$ cat src/rtl/fghc_pkg.sv
// Shared types, constants and codes for the fan gear hysteresis controller.
// No dependencies; every other file refers to it by scoped names.
package fghc_pkg;

  localparam int CODE_W     = 12;
  localparam int CMD_W      = 2;
  localparam int GEAR_W     = 2;
  localparam int TIMEOUT_W  = 16;
  localparam int IDLE_W     = 17;
  localparam int CFG_IDX_W  = 3;
  localparam int CFG_DATA_W = 16;

  localparam int SAMPLES_LOG2_DEFAULT = 4;

  localparam logic [IDLE_W-1:0] IDLE_MAX = '1;

  // command codes
  localparam logic [CMD_W-1:0] CMD_SAMPLE = 2'd0;
  localparam logic [CMD_W-1:0] CMD_TICK   = 2'd1;
  localparam logic [CMD_W-1:0] CMD_WAKE   = 2'd2;

  // register indexes
  localparam logic [CFG_IDX_W-1:0] REG_RISE_ONE   = 3'd0;
  localparam logic [CFG_IDX_W-1:0] REG_RISE_TWO   = 3'd1;
  localparam logic [CFG_IDX_W-1:0] REG_RISE_THREE = 3'd2;
  localparam logic [CFG_IDX_W-1:0] REG_FALL_ZERO  = 3'd3;
  localparam logic [CFG_IDX_W-1:0] REG_FALL_ONE   = 3'd4;
  localparam logic [CFG_IDX_W-1:0] REG_FALL_TWO   = 3'd5;
  localparam logic [CFG_IDX_W-1:0] REG_IDLE_TMO   = 3'd6;

  localparam logic [CODE_W-1:0]    RST_RISE_ONE   = 12'd3153;
  localparam logic [CODE_W-1:0]    RST_RISE_TWO   = 12'd3058;
  localparam logic [CODE_W-1:0]    RST_RISE_THREE = 12'd2958;
  localparam logic [CODE_W-1:0]    RST_FALL_ZERO  = 12'd3184;
  localparam logic [CODE_W-1:0]    RST_FALL_ONE   = 12'd3090;
  localparam logic [CODE_W-1:0]    RST_FALL_TWO   = 12'd2991;
  localparam logic [TIMEOUT_W-1:0] RST_IDLE_TMO   = 16'd10000;

  localparam logic [GEAR_W-1:0] GEAR_OFF   = 2'd0;
  localparam logic [GEAR_W-1:0] GEAR_ONE   = 2'd1;
  localparam logic [GEAR_W-1:0] GEAR_TWO   = 2'd2;
  localparam logic [GEAR_W-1:0] GEAR_THREE = 2'd3;

  typedef struct packed {
    logic [CODE_W-1:0]    rise_one;
    logic [CODE_W-1:0]    rise_two;
    logic [CODE_W-1:0]    rise_three;
    logic [CODE_W-1:0]    fall_zero;
    logic [CODE_W-1:0]    fall_one;
    logic [CODE_W-1:0]    fall_two;
    logic [TIMEOUT_W-1:0] idle_timeout;
  } cfg_t;

  typedef struct packed {
    logic [GEAR_W-1:0] gear;
    logic              gear_changed;
    logic              sleep_request;
    logic [CODE_W-1:0] average_code;
  } out_item_t;

endpackage

$ cat src/rtl/fghc_if.sv
// Valid/ready channel interfaces: sample/command input, result output, register writes.
// Depends on fghc_pkg for field widths.
interface fghc_in_if;
  logic                       valid;
  logic                       ready;
  logic [fghc_pkg::CMD_W-1:0]  command;
  logic [fghc_pkg::CODE_W-1:0] sample_code;
  modport source (output valid, command, sample_code, input ready);
  modport sink   (input valid, command, sample_code, output ready);
endinterface

interface fghc_out_if;
  logic                       valid;
  logic                       ready;
  logic [fghc_pkg::GEAR_W-1:0] gear;
  logic                       gear_changed;
  logic                       sleep_request;
  logic [fghc_pkg::CODE_W-1:0] average_code;
  modport source (output valid, gear, gear_changed, sleep_request, average_code, input ready);
  modport sink   (input valid, gear, gear_changed, sleep_request, average_code, output ready);
endinterface

interface fghc_cfg_if;
  logic                           valid;
  logic                           ready;
  logic [fghc_pkg::CFG_IDX_W-1:0]  index;
  logic [fghc_pkg::CFG_DATA_W-1:0] data;
  modport source (output valid, index, data, input ready);
  modport sink   (input valid, index, data, output ready);
endinterface

$ cat src/rtl/fghc_cfg_regs.sv
// Threshold and timeout register file, written through the configuration channel.
// Depends on fghc_pkg.
module fghc_cfg_regs (
  input  logic                            clk,
  input  logic                            rst_n,
  input  logic                            wr_en,
  input  logic [fghc_pkg::CFG_IDX_W-1:0]  wr_index,
  input  logic [fghc_pkg::CFG_DATA_W-1:0] wr_data,
  output fghc_pkg::cfg_t                  cfg
);

  fghc_pkg::cfg_t cfg_r;

  always_ff @(posedge clk) begin
    if (!rst_n) begin
      cfg_r.rise_one     <= fghc_pkg::RST_RISE_ONE;
      cfg_r.rise_two     <= fghc_pkg::RST_RISE_TWO;
      cfg_r.rise_three   <= fghc_pkg::RST_RISE_THREE;
      cfg_r.fall_zero    <= fghc_pkg::RST_FALL_ZERO;
      cfg_r.fall_one     <= fghc_pkg::RST_FALL_ONE;
      cfg_r.fall_two     <= fghc_pkg::RST_FALL_TWO;
      cfg_r.idle_timeout <= fghc_pkg::RST_IDLE_TMO;
    end else if (wr_en) begin
      case (wr_index)
        fghc_pkg::REG_RISE_ONE:   cfg_r.rise_one     <= wr_data[fghc_pkg::CODE_W-1:0];
        fghc_pkg::REG_RISE_TWO:   cfg_r.rise_two     <= wr_data[fghc_pkg::CODE_W-1:0];
        fghc_pkg::REG_RISE_THREE: cfg_r.rise_three   <= wr_data[fghc_pkg::CODE_W-1:0];
        fghc_pkg::REG_FALL_ZERO:  cfg_r.fall_zero    <= wr_data[fghc_pkg::CODE_W-1:0];
        fghc_pkg::REG_FALL_ONE:   cfg_r.fall_one     <= wr_data[fghc_pkg::CODE_W-1:0];
        fghc_pkg::REG_FALL_TWO:   cfg_r.fall_two     <= wr_data[fghc_pkg::CODE_W-1:0];
        fghc_pkg::REG_IDLE_TMO:   cfg_r.idle_timeout <= wr_data[fghc_pkg::TIMEOUT_W-1:0];
        default: ; // index past the register list: write dropped
      endcase
    end
  end

  assign cfg = cfg_r;

endmodule

$ cat src/rtl/fghc_core.sv
// Sample accumulation, gear hysteresis step and idle tick counter.
// Depends on fghc_pkg; produces at most one result per accepted beat.
module fghc_core #(
  parameter int SAMPLES_LOG2 = fghc_pkg::SAMPLES_LOG2_DEFAULT
) (
  input  logic                          clk,
  input  logic                          rst_n,
  input  logic                          accept,
  input  logic [fghc_pkg::CMD_W-1:0]    command,
  input  logic [fghc_pkg::CODE_W-1:0]   sample_code,
  input  fghc_pkg::cfg_t                cfg,
  output logic                          res_valid,
  output fghc_pkg::out_item_t           res_item
);

  localparam int SUM_W = fghc_pkg::CODE_W + SAMPLES_LOG2;
  localparam int CNT_W = (SAMPLES_LOG2 == 0) ? 1 : SAMPLES_LOG2;
  localparam logic [CNT_W-1:0] CNT_LAST = CNT_W'((1 << SAMPLES_LOG2) - 1);

  logic [SUM_W-1:0]                sum_r, sum_nxt, sum_add;
  logic [CNT_W-1:0]                cnt_r, cnt_nxt;
  logic [fghc_pkg::GEAR_W-1:0]     gear_r, gear_nxt, gear_eval;
  logic [fghc_pkg::IDLE_W-1:0]     idle_r, idle_nxt;
  logic [fghc_pkg::CODE_W-1:0]     avg;
  logic                            is_sample, group_done;

  assign is_sample  = accept && (command == fghc_pkg::CMD_SAMPLE);
  assign group_done = is_sample && (cnt_r == CNT_LAST);
  assign sum_add    = sum_r + SUM_W'(sample_code);
  assign avg        = sum_add[SAMPLES_LOG2 +: fghc_pkg::CODE_W];

  // Hotter sensor = lower code. Rise test wins over fall test.
  always_comb begin
    gear_eval = gear_r;
    case (gear_r)
      fghc_pkg::GEAR_OFF: begin
        if (avg <= cfg.rise_one) gear_eval = fghc_pkg::GEAR_ONE;
      end
      fghc_pkg::GEAR_ONE: begin
        if (avg <= cfg.rise_two)      gear_eval = fghc_pkg::GEAR_TWO;
        else if (avg > cfg.fall_zero) gear_eval = fghc_pkg::GEAR_OFF;
      end
      fghc_pkg::GEAR_TWO: begin
        if (avg <= cfg.rise_three)   gear_eval = fghc_pkg::GEAR_THREE;
        else if (avg > cfg.fall_one) gear_eval = fghc_pkg::GEAR_ONE;
      end
      default: begin
        if (avg > cfg.fall_two) gear_eval = fghc_pkg::GEAR_TWO;
      end
    endcase
  end

  always_comb begin
    sum_nxt  = sum_r;
    cnt_nxt  = cnt_r;
    gear_nxt = gear_r;
    idle_nxt = idle_r;
    if (accept) begin
      case (command)
        fghc_pkg::CMD_SAMPLE: begin
          if (group_done) begin
            sum_nxt  = '0;
            cnt_nxt  = '0;
            gear_nxt = gear_eval;
            if (gear_eval != gear_r && gear_eval == fghc_pkg::GEAR_OFF) idle_nxt = '0;
          end else begin
            sum_nxt = sum_add;
            cnt_nxt = cnt_r + 1'b1;
          end
        end
        fghc_pkg::CMD_TICK: begin
          if (idle_r != fghc_pkg::IDLE_MAX) idle_nxt = idle_r + 1'b1;
        end
        fghc_pkg::CMD_WAKE: idle_nxt = '0;
        default: ; // unused command
      endcase
    end
  end

  always_ff @(posedge clk) begin
    if (!rst_n) begin
      sum_r  <= '0;
      cnt_r  <= '0;
      gear_r <= fghc_pkg::GEAR_OFF;
      idle_r <= '0;
    end else begin
      sum_r  <= sum_nxt;
      cnt_r  <= cnt_nxt;
      gear_r <= gear_nxt;
      idle_r <= idle_nxt;
    end
  end

  assign res_valid              = group_done;
  assign res_item.gear          = gear_eval;
  assign res_item.gear_changed  = (gear_eval != gear_r);
  assign res_item.sleep_request = (gear_eval == fghc_pkg::GEAR_OFF) &&
                                  (idle_nxt > fghc_pkg::IDLE_W'(cfg.idle_timeout));
  assign res_item.average_code  = avg;

  // gear moves one step at a time
  a_gear_step: assert property (@(posedge clk) disable iff (!rst_n)
    ({1'b0, gear_r} == {1'b0, $past(gear_r)}) ||
    ({1'b0, gear_r} == {1'b0, $past(gear_r)} + 3'd1) ||
    ({1'b0, gear_r} + 3'd1 == {1'b0, $past(gear_r)}))
    else $error("gear jumped more than one step");

  // gear only changes on a completed sample group
  a_gear_on_group: assert property (@(posedge clk) disable iff (!rst_n)
    !group_done |=> gear_r == $past(gear_r))
    else $error("gear changed outside an evaluation");

  // group bookkeeping restarts after an evaluation
  a_group_restart: assert property (@(posedge clk) disable iff (!rst_n)
    group_done |=> (cnt_r == '0) && (sum_r == '0))
    else $error("sample group not cleared after evaluation");

endmodule

$ cat src/rtl/fghc_out_buf.sv
// Two-entry result buffer: output register plus skid slot, so input keeps flowing
// while a result waits. Depends on fghc_pkg.
module fghc_out_buf (
  input  logic                clk,
  input  logic                rst_n,
  input  logic                push,
  input  fghc_pkg::out_item_t push_item,
  output logic                has_room,
  output logic                out_valid,
  input  logic                out_ready,
  output fghc_pkg::out_item_t out_item
);

  logic                v0_r, v1_r;
  fghc_pkg::out_item_t d0_r, d1_r;
  logic                pop;

  assign pop      = v0_r && out_ready;
  assign has_room = !v1_r;

  always_ff @(posedge clk) begin
    if (!rst_n) begin
      v0_r <= 1'b0;
      v1_r <= 1'b0;
    end else if (!v0_r || pop) begin
      if (v1_r) begin
        v0_r <= 1'b1;
        v1_r <= push;
      end else begin
        v0_r <= push;
        v1_r <= 1'b0;
      end
    end else if (push) begin
      v1_r <= 1'b1;
    end
  end

  always_ff @(posedge clk) begin
    if (!v0_r || pop) begin
      if (v1_r) begin
        d0_r <= d1_r;
        if (push) d1_r <= push_item;
      end else if (push) begin
        d0_r <= push_item;
      end
    end else if (push) begin
      d1_r <= push_item;
    end
  end

  assign out_valid = v0_r;
  assign out_item  = d0_r;

  // skid slot is only used behind a held head
  a_skid_order: assert property (@(posedge clk) disable iff (!rst_n)
    v1_r |-> v0_r)
    else $error("skid slot filled with empty head");

  // a stalled head keeps its beat
  a_head_hold: assert property (@(posedge clk) disable iff (!rst_n)
    (v0_r && !out_ready) |=> v0_r && (d0_r == $past(d0_r)))
    else $error("stalled result lost");

  // no result arrives while both slots are taken
  a_no_overflow: assert property (@(posedge clk) disable iff (!rst_n)
    push |-> !v1_r)
    else $error("result pushed into a full buffer");

endmodule

$ cat src/rtl/fan_gear_hysteresis_controller.sv
// Channel  | dir | beat contents                                | handshake
// in_ch    | in  | command, sample_code                         | valid/ready
// out_ch   | out | gear, gear_changed, sleep_request, average_code | valid/ready
// cfg_ch   | in  | index (register number), data                | valid/ready, ready high
//
// One beat per clock on the input while the result buffer has room; a result is computed when the
// 2^SAMPLES_LOG2-th sample of a group is accepted and is registered into the result buffer.
// Synchronous active-low reset clears group, gear, idle counter and loads default thresholds.
// A two-entry result buffer keeps in_ch.ready high until two results are stalled.
// Ticks and wake beats produce no result.
module fan_gear_hysteresis_controller #(
  parameter int SAMPLES_LOG2 = fghc_pkg::SAMPLES_LOG2_DEFAULT
) (
  input  logic        clk,
  input  logic        rst_n,
  fghc_in_if.sink     in_ch,
  fghc_out_if.source  out_ch,
  fghc_cfg_if.sink    cfg_ch
);

  fghc_pkg::cfg_t      cfg;
  fghc_pkg::out_item_t res_item, head_item;
  logic                res_valid, has_room, accept;

  assign cfg_ch.ready = 1'b1;
  assign in_ch.ready  = has_room;
  assign accept       = in_ch.valid && has_room;

  fghc_cfg_regs u_cfg (
    .clk      (clk),
    .rst_n    (rst_n),
    .wr_en    (cfg_ch.valid),
    .wr_index (cfg_ch.index),
    .wr_data  (cfg_ch.data),
    .cfg      (cfg)
  );

  fghc_core #(.SAMPLES_LOG2(SAMPLES_LOG2)) u_core (
    .clk         (clk),
    .rst_n       (rst_n),
    .accept      (accept),
    .command     (in_ch.command),
    .sample_code (in_ch.sample_code),
    .cfg         (cfg),
    .res_valid   (res_valid),
    .res_item    (res_item)
  );

  fghc_out_buf u_obuf (
    .clk       (clk),
    .rst_n     (rst_n),
    .push      (res_valid),
    .push_item (res_item),
    .has_room  (has_room),
    .out_valid (out_ch.valid),
    .out_ready (out_ch.ready),
    .out_item  (head_item)
  );

  assign out_ch.gear          = head_item.gear;
  assign out_ch.gear_changed  = head_item.gear_changed;
  assign out_ch.sleep_request = head_item.sleep_request;
  assign out_ch.average_code  = head_item.average_code;

endmodule

$ cat src/flat_wrapper.sv
// flat-port wrapper written by rule: the top's interface ports become plain ports
module fan_gear_hysteresis_controller_flat 
#(
  parameter int SAMPLES_LOG2 = fghc_pkg::SAMPLES_LOG2_DEFAULT
)
  (clk, rst_n, in_ch_valid, in_ch_command, in_ch_sample_code, in_ch_ready, out_ch_valid, out_ch_gear, out_ch_gear_changed, out_ch_sleep_request, out_ch_average_code, out_ch_ready, cfg_ch_valid, cfg_ch_index, cfg_ch_data, cfg_ch_ready);
  fghc_in_if in_ch_i ();
  fghc_out_if out_ch_i ();
  fghc_cfg_if cfg_ch_i ();
  input  logic clk;
  input  logic rst_n;
  input wire logic [$bits(in_ch_i.valid)-1:0] in_ch_valid;
  input wire logic [$bits(in_ch_i.command)-1:0] in_ch_command;
  input wire logic [$bits(in_ch_i.sample_code)-1:0] in_ch_sample_code;
  output wire logic [$bits(in_ch_i.ready)-1:0] in_ch_ready;
  output wire logic [$bits(out_ch_i.valid)-1:0] out_ch_valid;
  output wire logic [$bits(out_ch_i.gear)-1:0] out_ch_gear;
  output wire logic [$bits(out_ch_i.gear_changed)-1:0] out_ch_gear_changed;
  output wire logic [$bits(out_ch_i.sleep_request)-1:0] out_ch_sleep_request;
  output wire logic [$bits(out_ch_i.average_code)-1:0] out_ch_average_code;
  input wire logic [$bits(out_ch_i.ready)-1:0] out_ch_ready;
  input wire logic [$bits(cfg_ch_i.valid)-1:0] cfg_ch_valid;
  input wire logic [$bits(cfg_ch_i.index)-1:0] cfg_ch_index;
  input wire logic [$bits(cfg_ch_i.data)-1:0] cfg_ch_data;
  output wire logic [$bits(cfg_ch_i.ready)-1:0] cfg_ch_ready;
  assign in_ch_i.valid = in_ch_valid;
  assign in_ch_i.command = in_ch_command;
  assign in_ch_i.sample_code = in_ch_sample_code;
  assign in_ch_ready = in_ch_i.ready;
  assign out_ch_valid = out_ch_i.valid;
  assign out_ch_gear = out_ch_i.gear;
  assign out_ch_gear_changed = out_ch_i.gear_changed;
  assign out_ch_sleep_request = out_ch_i.sleep_request;
  assign out_ch_average_code = out_ch_i.average_code;
  assign out_ch_i.ready = out_ch_ready;
  assign cfg_ch_i.valid = cfg_ch_valid;
  assign cfg_ch_i.index = cfg_ch_index;
  assign cfg_ch_i.data = cfg_ch_data;
  assign cfg_ch_ready = cfg_ch_i.ready;
  fan_gear_hysteresis_controller #(.SAMPLES_LOG2(SAMPLES_LOG2)) u_core (.clk(clk), .rst_n(rst_n), .in_ch(in_ch_i), .out_ch(out_ch_i), .cfg_ch(cfg_ch_i));
endmodule
$ cat config.mk
export PLATFORM = sky130hd
export DESIGN_NAME = fan_gear_hysteresis_controller_flat
export DESIGN_NICKNAME = d
export VERILOG_FILES = /design/src/rtl/fghc_pkg.sv /design/src/rtl/fghc_if.sv /design/src/rtl/fghc_cfg_regs.sv /design/src/rtl/fghc_core.sv /design/src/rtl/fghc_out_buf.sv /design/src/rtl/fan_gear_hysteresis_controller.sv /design/src/flat_wrapper.sv
export SDC_FILE = /design/constraint.sdc
export NUM_CORES = 1
export LEC_CHECK = 0
export BUFFER_PORTS_ARGS = -buffer_cell sky130_fd_sc_hd__buf_2
export CAP_MARGIN = 30
export CORE_MARGIN = 8
export CORE_UTILIZATION = 66
export CTS_CLUSTER_DIAMETER = 100
export DETAILED_ROUTE_END_ITERATION = 12
export HOLD_SLACK_MARGIN = 0.12
export PLACE_DENSITY_LB_ADDON = 0.25
export RECOVER_POWER = 50
export SETUP_SLACK_MARGIN = 0.15
export SLEW_MARGIN = 15
export SYNTH_ARGS = -nofsm -noshare
export SYNTH_HDL_FRONTEND = slang
export SYNTH_SLANG_ARGS = --single-unit
$ cat constraint.sdc
create_clock -name clk -period 19.92 [get_ports clk]
set_input_delay 1.992 -clock clk [delete_from_list [all_inputs] [get_ports clk]]
set_output_delay 1.992 -clock clk [all_outputs]
set_load 0.01 [all_outputs]
==> results_dict.tcl, run 1 <==
set metrics [dict create \
    highest_layer "met4" \
    yosys.area.top_type_share_pct 27.9 \
    cts_buffer_depth 2 \
    clk_latency_ns 0.43 \
    grtUsageTotal_pct 27.9 \
    crit_required_ns 20.10 \
    swShare_pct 25.7 \
    vias_per_cell 6.18 \
    worst_pin_slew_ns 3.36 \
    clock.fmax_mhz 112 \
    synth_area_leaders "dfxtp_1 (28%), ha_1 (14%), edfxtp_1 (10%), nand2_1 (8.6%), a21oi_1 (5.5%)" \
    grt_pass1_vias 7935 \
    die_height_um 134 \
    io_buffers 55 \
    cts-buffers-inserted 17 \
    cp.arrival_ns 9.11 \
    power_leakage_nw 4.26 \
    hp-class "reg -> reg" \
    synth-main-ff-cell "dfxtp_1" \
    post-route-period-util_pct 44.8 \
    cts_tree "built" \
    rrSetupSlack_ns 12.29 \
    cts_setup_buffers 0 \
    fin_hold_ws_ns 0.454 \
    ioPinCount 57 \
    rows 43 \
    wl_met2_mm 11.5 \
    layout.nets 1311 \
    syn_inst 1120 \
    setup_tns_ns 0 \
    grt.overflow.total 0 \
    layout_commonest_cell "nand2_1" \
    yosys.area.top_type "dfxtp_1" \
    dr_wl_met3_mm 2.19 \
    cts_resized 0 \
    wl_per_cell_um 18.6 \
    area_growth_pct 11.1 \
    powerDensity_nw_per_um2 74.5 \
    drive_above_1_share_pct 9.04 \
    end_kind "flip-flop" \
    m1WireLength_mm 10.7 \
    maxCapViolCount 1 \
    drtIter0Drc 896 \
    p_int_uw 568 \
    drc 0 \
    ys_ff_latch 161 \
    crit_path_max_fanout 16 \
    n_antenna_cell 0 \
    synth-edff-count 32 \
    hold_buffers 0 \
    vias 8420 \
    fillers 1076 \
    die-area_um2 18000 \
    seq_power_share_pct 44.7 \
    slew_viol_final 71 \
    path_clk_slew_ns 0.06 \
    grt_start_max_net_pins 71 \
    switchingPower_uw 197 \
    hold_viol_final 0 \
    clockPowerShare_pct 42.7 \
    rsz0062_at_grt "false" \
    setup_viol 0 \
    dieWidth_um 134 \
    skew_ns 0.00860 \
    mostFrequentLayoutCells "nand2_1 (211), dfxtp_1 (129), ha_1 (102)" \
    mappedNetlistArea_um2 9240 \
    htreeDepth 4 \
    start_util_pct 67.1 \
    path_class "in -> reg" \
    ys_warn_count 0 \
    syn-num-nets 1261 \
    firstDrtPassIters 6 \
    slew_headroom_pct -124 \
    setup.worst_path.start_class "input port" \
    violations "max-capacitance violations, max-slew violations" \
    async_flop_share_pct 0 \
    power_frac_comb_pct 12.6 \
    seq_area_frac_synth_pct 38.3 \
    fin_crit_ns 8.93 \
    gp_congestion 0.945 \
    syn_area_per_cell_um2 8.25 \
    wl_mm 25.3 \
    outcome "complete, but fails checks" \
    core_um2 13800 \
    ir_drop_mv 0.0559 \
    cts-root-buf "clkbuf_16" \
    synth_cell_types 64 \
    grt_pass1_wl_mm 40.0 \
    drtAntennaViolNets 0 \
    cts.sinks 161 \
    antenna_found_initial 0 \
    dp_hpwl_mm 17.3 \
]
==> state kept, by name, indices dropped and copies added, names as in the netlist <==
signal and flops:
u_core.u_core.idle_r 17, u_core.u_obuf.out_item 16, u_core.u_cfg.cfg 88, u_core.u_obuf.d1_r 16, u_core.u_core.cnt_r 4, u_core.u_obuf.v1_r 1, u_core.u_core.gear_r 2, u_core.u_obuf.out_valid 1
u_core.u_core.sum_r 16
==> kinds of logic after synthesis <==
family	share of synthesized area [%]
buf+inv	6.12
flops	38.3
xor+xnor	1.33
compound gates	18.9
simple gates	19.9
fa+ha+maj	14.0
mux	1.31
other cells	0.0406
==> cell type report <==
cell class	count	area, um^2	area share, %
repair buffers	74	388	3.78
multi-input cells	813	5130	50.0
clock buffers	26	523	5.10
well taps	180	225	2.19
inverters	103	387	3.77
flip-flops and latches	161	3540	34.5
clock inverters	6	67.6	0.658
==> path summary, 6_finish.rpt <==
kind | cells after the start | startpoint | to
worst min register to register | 2 | u_core.u_cfg.cfg[81]$_SDFFE_PN0P_ | u_core.u_cfg.cfg[81]$_SDFFE_PN0P_
worst max-delay path | 28 | in_ch_sample_code[0] | u_core.u_obuf.out_item[12]$_DFFE_PP_
worst min-delay path | 2 | u_core.u_cfg.cfg[81]$_SDFFE_PN0P_ | u_core.u_cfg.cfg[81]$_SDFFE_PN0P_
worst max register to register | 27 | u_core.u_core.sum_r[0]$_SDFFE_PN0P_ | u_core.u_obuf.out_item[12]$_DFFE_PP_
==> power by group through the flow <==
| stage | registers (mW) | logic, mW | clock network [mW] |
|---|---|---|---|
| after floorplan | 0.348 | 0.0604 | 0 |
| after global placement | 0.348 | 0.0885 | 0 |
| after detailed placement | 0.348 | 0.0918 | 0 |
| after CTS | 0.341 | 0.0940 | 0.327 |
| after global routing | 0.342 | 0.106 | 0.340 |
| final | 0.341 | 0.0964 | 0.327 |
==> metrics by stage <==
stage          instance area (um^2)  util [%]  total power, mW  worst slack [ns]  instances
6_report                      10300      74.5            0.764             10.99       1363
5_1_grt                       10300      74.5            0.788             10.62       1363
4_1_cts                       10300      74.5            0.762             11.40       1359
3_5_place_dp                   9670      70.2            0.440             11.05       1327
3_3_place_gp                   9660      70.1            0.437             11.26       1325
2_1_floorplan                  9240         -            0.408             12.16       1120
==> metal layers <==
metal | up-vias | track usage (%)
met1 | 3894 | 36.0
met2 | 404 | 43.7
met4 | 0 | 13.7
met5 | - | 0
li1 | 4044 | -
met3 | 78 | 5.46
==> synthesized netlist by cell type, types with 3 or more instances <==
library cell and count:
nand2_1 211, dfxtp_1 129, ha_1 102, a21oi_1 101, inv_1 101, nor2_1 78, o211ai_1 52, clkbuf_1 33
edfxtp_1 32, a31oi_1 28, nand4_1 27, nand3_1 25, o21ai_0 23, nor2b_1 16, nor3_1 13, a21o_1 12
a22oi_1 10, mux2_2 9, nand2b_1 9, xnor2_1 8, a211o_1 7, and3_1 7, or2_2 6, xor2_1 6
o22ai_1 5, a211oi_1 4, and4_1 4, o21a_1 4, or3_1 4, a311oi_1 3, a31oi_2 3, buf_1 3
buf_2 3
==> worst max-delay path, cell delays in order <==
cell      delay (ns)
buf_2           0.08
ha_1            0.16
inv_1           0.06
fa_1            0.39
nor2b_1         0.17
o21ai_0         0.13
a21boi_1        0.27
o211ai_1        0.16
a31oi_1         0.35
nand3_1         0.22
xnor2_1         0.80
ha_1            0.29
nand4_1         0.17
a211o_1         0.33
a311oi_1        0.62
a221o_1         0.38
and2_4          0.20
a21o_1          0.44
a31oi_1         0.17
ha_1            0.31
a21o_1          0.18
a21oi_1         0.13
o21ai_0         0.10
a211o_1         0.30
a31oi_1         0.17
o22ai_1         0.09
and3_1          0.19
mux2_2          0.25
Note: power is estimated with default switching activity, not from simulation.
==> inputs of run 2 (changes only) <==
Settings changed: ABC_AREA set to 1, CORE_UTILIZATION 66 to 62.
Clock period 19.92 ns to 9.1 ns, I/O delays scaled along.
==> run 2 against run 1 <==
  * The flow still finishes with violations (max-capacitance violations, max-slew violations)
  * Total power rose by 130%
  * Critical path depth rose by 9
  * Sequential share of layout area barely moved
==> results_dict.tcl, run 2 <==
set metrics [dict create \
    multi_input_area_um2 4810 \
    wl_met2_mm 11.0 \
    dp_hpwl_mm 16.5 \
    post-route-period-util_pct 71.4 \
    grt_start_max_net_pins 56 \
    gp_congestion 0.878 \
    drc 0 \
    largest_register_ffs 88 \
    yosys.area.top_type_share_pct 28.2 \
    power_leakage_nw 4.77 \
    critPathSlowestCell "xor2_1" \
    cts_setup_buffers 0 \
    slew_viol_final 102 \
    cts-buffers-inserted 17 \
    ys_warn_count 0 \
    cts_resized 0 \
    seq_area_frac_synth_pct 38.6 \
    cp-startpoint "in_ch_sample_code[0]" \
    dr_wl_met3_mm 1.86 \
    cts-root-buf "clkbuf_16" \
    rows 44 \
    syn_area_per_cell_um2 7.75 \
    wl_per_cell_um 16.4 \
    end_kind "flip-flop" \
    drtIter0Drc 599 \
    ys_ff_latch 161 \
    dieWidth_um 138 \
    cts_buffer_depth 2 \
    yosys.area.top_type "dfxtp_1" \
    start_util_pct 63.3 \
    htreeDepth 4 \
    hold_depth 2 \
    synth_cell_types 46 \
    crit_required_ns 9.40 \
    synth-edff-count 32 \
    ir_drop_mv 0.122 \
    setup_viol 0 \
    n_antenna_cell 0 \
    rr_worst_depth 36 \
    powerDensity_nw_per_um2 174 \
    fillers 1164 \
    netlist_top_cells_count "nand2_1 (233), inv_1 (176), dfxtp_1 (129), a21oi_1 (122), ha_1 (102)" \
    hp-start "u_core.u_cfg.cfg[20]$_SDFFE_PN0P_" \
    mostFrequentLayoutCells "nand2_1 (233), inv_1 (176), dfxtp_1 (129)" \
    maxCapViolCount 2 \
    layout.nets 1384 \
    clk_latency_ns 0.43 \
    register_area_um2 3540 \
    firstDrtPassIters 7 \
    clock.fmax_mhz 154 \
    grt_pass1_vias 7599 \
    setup.worst_path.start_class "input port" \
    violations "max-capacitance violations, max-slew violations" \
    m1WireLength_mm 10.2 \
    core_um2 14500 \
    synth_area_leaders "dfxtp_1 (28%), ha_1 (14%), edfxtp_1 (10%), nand2_1 (9.5%), inv_1 (7.2%)" \
    layout_commonest_cell "nand2_1" \
    hp-class "reg -> reg" \
    hold_buffers 0 \
    synth-main-ff-cell "dfxtp_1" \
    fin_crit_ns 6.50 \
    worst_pin_slew_ns 2.30 \
    place_ws_ns 2.32 \
    syn_inst 1184 \
    cp_common_cell "nand2_1" \
    die_height_um 138 \
    wl_mm 23.6 \
    mappedNetlistArea_um2 9170 \
    skew_ns 0.00535 \
    slew_headroom_pct -53.6 \
    grtUsageTotal_pct 26.1 \
    rsz0062_at_grt "false" \
    timing.rr.start "u_core.u_core.sum_r[0]$_SDFFE_PN0P_" \
    drive_above_1_share_pct 8.28 \
    area_growth_pct 12.0 \
    grt_pass1_wl_mm 38.3 \
    setup_tns_ns 0 \
    cts_tree "built" \
    highest_layer "met5" \
    crit_path_max_fanout 17 \
    slowest_delay_ns 0.63 \
    power_mw 1.78 \
    cts.sinks 161 \
    hold_viol_final 0 \
    vias 8071 \
    io_buffers 55 \
    drtAntennaViolNets 0 \
    cp.arrival_ns 6.80 \
    ioPinCount 57 \
    async_flop_share_pct 0 \
    path_clk_slew_ns 0.07 \
    grt.overflow.total 0 \
    path_class "in -> reg" \
    outcome "complete, but fails checks" \
    syn-num-nets 1325 \
    vias_per_cell 5.60 \
    antenna_found_initial 1 \
    setup_ws_ns 2.60 \
    die-area_um2 18900 \
    yosysMostFrequentCell "nand2_1" \
]
-- run 2: layout make-up --
cell class	count	area share (%)
multi-input cells	809	46.9
flip-flops and latches	161	34.5
inverters	179	6.57
clock buffers	18	4.18
repair buffers	75	3.69
well taps	184	2.24
clock inverters	14	1.96
-- run 2: critical path: cells and delay by family --
| family | cells | cell delay [ns] |
|---|---|---|
| and+or+nand+nor | 21 | 2.54 |
| AOI/OAI and AO/OA | 8 | 1.24 |
| xor gates and xnor gates | 1 | 0.63 |
| buffers and inverters | 3 | 0.43 |
| adders and majority gates | 4 | 1.03 |
-- run 2: metrics by stage --
| step | area [um^2] | std cells | util, % | hold slack [ns] |
|---|---|---|---|---|
| 4_1_cts | 10300 | 1439 | 71.2 | 0.463 |
| 3_3_place_gp | 9650 | 1404 | 66.7 | 0.448 |
| 2_1_floorplan | 9170 | 1184 | - | 0.433 |
| 3_5_place_dp | 9680 | 1407 | 66.8 | 0.453 |
| 5_1_grt | 10300 | 1440 | 70.9 | 0.487 |
| 6_report | 10300 | 1440 | 70.9 | 0.461 |
-- run 2: cells by family after synthesis --
logic type / synth area share (%)
simple gates: 19.6
compound gates: 17.1
buf+inv: 8.91
flops: 38.6
fa+ha+maj: 14.1
xor+xnor: 1.62
other cells: 0.0409
-- run 2: final timing paths --
kind | endpoint | slack, ns
worst max-delay path | u_core.u_obuf.out_item[12]$_DFFE_PP_ | 2.60
worst min-delay path | u_core.u_cfg.cfg[20]$_SDFFE_PN0P_ | 0.46
worst max register to register | u_core.u_obuf.out_item[12]$_DFFE_PP_ | 2.79
worst min register to register | u_core.u_cfg.cfg[20]$_SDFFE_PN0P_ | 0.46
-- run 2: layer usage --
layer	global-route usage, %	vias up
met5	0	-
met2	42.0	262
met1	32.8	3693
li1	-	4060
met3	6.78	54
met4	9.54	2
-- run 2: report_power, final --
part	switching [mW]	total, mW	internal [mW]
combinational	0.164	0.252	0.0876
sequential	0.0111	0.760	0.749
clock	0.307	0.771	0.464
==> inputs of run 3 (changes only) <==
Settings changed: ABC_AREA 1 to 0, CORE_UTILIZATION 62 to 56.
Clock period 9.1 ns to 5.4 ns, I/O delays scaled along.
==> run 3 against run 2 <==
  * The run ends with max-capacitance violations, max-slew violations, negative setup slack left
  * Via count increased by 7.1%
  * Combinational power increased by 66%
  * Utilization fell by 1.6 points
  * Sequential share of layout area shrank 3.2 points
  * Flip-flop and latch count unchanged
  * Clock power is 61% higher
  * Non-clock buffer count is 74 higher
  * Clock skew increased by 0.0048 ns
  * Cell count grew 2.7%
  * Critical path depth fell by 10
  * Setup slack worse by 3.1 ns
  * Count of clock-buffer cells in the layout is the same
  * Largest cell class unchanged
==> results_dict.tcl, run 3 (synthesis gave the netlist of run 1 again) <==
set metrics [dict create \
    outcome "complete, but fails checks" \
    violations "max-capacitance violations, max-slew violations, negative setup slack" \
    drc 0 \
    setup_viol 2 \
    area_growth_pct 22.7 \
    power_leakage_nw 4.71 \
    rrSetupSlack_ns -0.45 \
    die-area_um2 20900 \
    cp.arrival_ns 6.04 \
    worst_pin_slew_ns 3.49 \
    instances_no_fill 1479 \
    crit_required_ns 5.59 \
    dp_hpwl_mm 18.0 \
    clk_latency_ns 0.43 \
    io_buffers 55 \
    drtAntennaViolNets 0 \
    slew_viol_final 71 \
    cts_buffer_depth 2 \
    gp_congestion 0.942 \
    maxCapViolCount 1 \
    path_clk_slew_ns 0.07 \
    die_height_um 144 \
    crit_end "u_core.u_obuf.out_item[12]$_DFFE_PP_" \
    register_area_um2 3550 \
    end_kind "flip-flop" \
    hold_viol_final 0 \
    grtUsageTotal_pct 26.0 \
    ir_drop_mv 0.237 \
    switchingPower_uw 803 \
    placed_cells 1430 \
    rsz0062_at_grt "true" \
    ioPinCount 57 \
    wl_mm 26.2 \
    fin_area_um2 11300 \
    cts.sinks 161 \
    fillers 1361 \
    slew_headroom_pct -133 \
    layout_commonest_cell "nand2_1" \
    htreeDepth 4 \
    power_frac_comb_pct 14.3 \
    cts_tree "built" \
    seq_power_share_pct 43.1 \
    largest_register_ffs 88 \
    skew_ns 0.0102 \
    clock.fmax_mhz 171 \
    clockPowerShare_pct 42.6 \
    layout.nets 1387 \
    rows 47 \
    cp-startpoint "u_core.u_core.sum_r[4]$_SDFFE_PN0P_" \
    rr_worst_depth 27 \
    antenna_found_initial 1 \
    drive_above_1_share_pct 18.8 \
    firstDrtPassIters 5 \
    multi_input_area_um2 5570 \
    grt.overflow.total 0 \
    fin_crit_ns 5.85 \
    p_int_mw 2.12 \
    place_ws_ns -0.913 \
    timing.rr.start "u_core.u_core.sum_r[4]$_SDFFE_PN0P_" \
    setup.worst_path.start_class "flip-flop" \
    post-route-period-util_pct 108 \
    grt_start_max_net_pins 71 \
    powerDensity_nw_per_um2 258 \
    core_um2 16300 \
    cts-root-buf "clkbuf_16" \
    hp-class "in -> reg" \
    cts-buffers-inserted 17 \
    worstReg2RegEnd "u_core.u_obuf.out_item[12]$_DFFE_PP_" \
    grt_pass1_vias 8312 \
    start_util_pct 56.5 \
    drtIter0Drc 741 \
    dieWidth_um 144 \
    swShare_pct 27.5 \
    setup_ws_ns -0.454 \
    place_area_um2 10400 \
    power_mw 2.92 \
    vias_per_cell 5.85 \
    vias 8646 \
    wl_per_cell_um 17.7 \
    grt_pass1_wl_mm 41.9 \
    crit_path_max_fanout 6 \
    n_antenna_cell 0 \
    mostFrequentLayoutCells "nand2_1 (210), dfxtp_1 (125), inv_1 (101)" \
    path_class "reg -> reg" \
]
[run 3: changes by cell type in the layout (fill, tap and decap cells not counted), moves of 15 or more]
cell | previous run | this run
inv_1 | 176 | 101
buf_4 | 14 | 81
o21ai_0 | 78 | 17
a21oi_1 | 122 | 92
nand2_1 | 233 | 210
nand3_1 | 46 | 24
a31oi_1 | 5 | 23
nand4_1 | 10 | 27
nor2b_1 | 0 | 15
o211ai_1 | 37 | 52
[run 3: worst min-delay path by stage]
stage                                                    from                                   to  slack (ns)  cells past startpoint
after global placement      u_core.u_cfg.cfg[83]$_SDFFE_PN0P_    u_core.u_cfg.cfg[83]$_SDFFE_PN0P_        0.44                      2
after floorplan           u_core.u_core.sum_r[6]$_SDFFE_PN0P_  u_core.u_core.sum_r[6]$_SDFFE_PN0P_        0.44                      2
final                                         cfg_ch_data[13]    u_core.u_cfg.cfg[13]$_SDFFE_PN1P_        0.37                      3
after CTS                                     cfg_ch_data[13]    u_core.u_cfg.cfg[13]$_SDFFE_PN1P_        0.36                      3
after detailed placement    u_core.u_cfg.cfg[37]$_SDFFE_PN0P_    u_core.u_cfg.cfg[37]$_SDFFE_PN0P_        0.45                      2
after global routing                          cfg_ch_data[13]    u_core.u_cfg.cfg[13]$_SDFFE_PN1P_        0.39                      3
[run 3: power by group through the flow]
| stage | logic [mW] | registers [mW] | clock network (mW) |
|---|---|---|---|
| after floorplan | 0.226 | 1.28 | 0 |
| after global placement | 0.380 | 1.28 | 0 |
| after detailed placement | 0.390 | 1.29 | 0 |
| after CTS | 0.402 | 1.26 | 1.25 |
| after global routing | 0.462 | 1.26 | 1.30 |
| final | 0.418 | 1.26 | 1.24 |
[run 3: worst max-delay path, cell delays in order (launching register included)]
cell	delay (ns)
dfxtp_2	0.34
ha_4	0.28
nand3_1	0.08
o211ai_1	0.31
a211oi_2	0.15
buf_4	0.15
buf_4	0.13
nor4_4	0.27
nor2_2	0.07
xnor2_2	0.29
buf_4	0.17
ha_1	0.24
nand4_1	0.16
a211oi_2	0.09
o41ai_4	0.37
a311oi_2	0.15
a211o_1	0.35
a21o_4	0.30
a31oi_4	0.22
ha_4	0.23
a21o_1	0.16
a21oi_2	0.10
o21ai_1	0.08
a211o_1	0.26
a31oi_1	0.16
o22ai_1	0.09
and3_1	0.15
mux2_2	0.26
[run 3: cell type report]
class                      instances  share of cell area [%]
clock inverter                    14                    1.48
timing repair buffer             149                    8.51
inverter                         103                    3.41
clock buffer                      18                    3.79
multi-input combinational        814                    49.1
sequential                       161                    31.3
tap                              220                    2.43
[run 3: repair_timing]
item	4_1_cts	5_1_grt
endpoints found under the hold margin	0	0
hold buffers	0	0
pin swaps	22	33
resized for setup	17	35
setup buffers	13	3
setup endpoints to repair	2	2
gates cloned	1	0
[run 3: layer usage]
metal	GRT usage, %	routed length, um	part of all wire (%)
met1	32.7	11200	43
met2	42.7	12100	46
met3	5.12	2010	7.7
met4	11.2	824	3.1
met5	0	15	0.057
[run 3: stage by stage]
step	utilization (%)	TNS, ns	hold slack, ns
finish	69.3	-0.650	0.369
global route	69.3	-1.24	0.390
CTS	68.2	-0.450	0.356
detailed placement	63.3	-1.57	0.447
global placement	63.2	-1.35	0.443
floorplan	-	-0.719	0.436
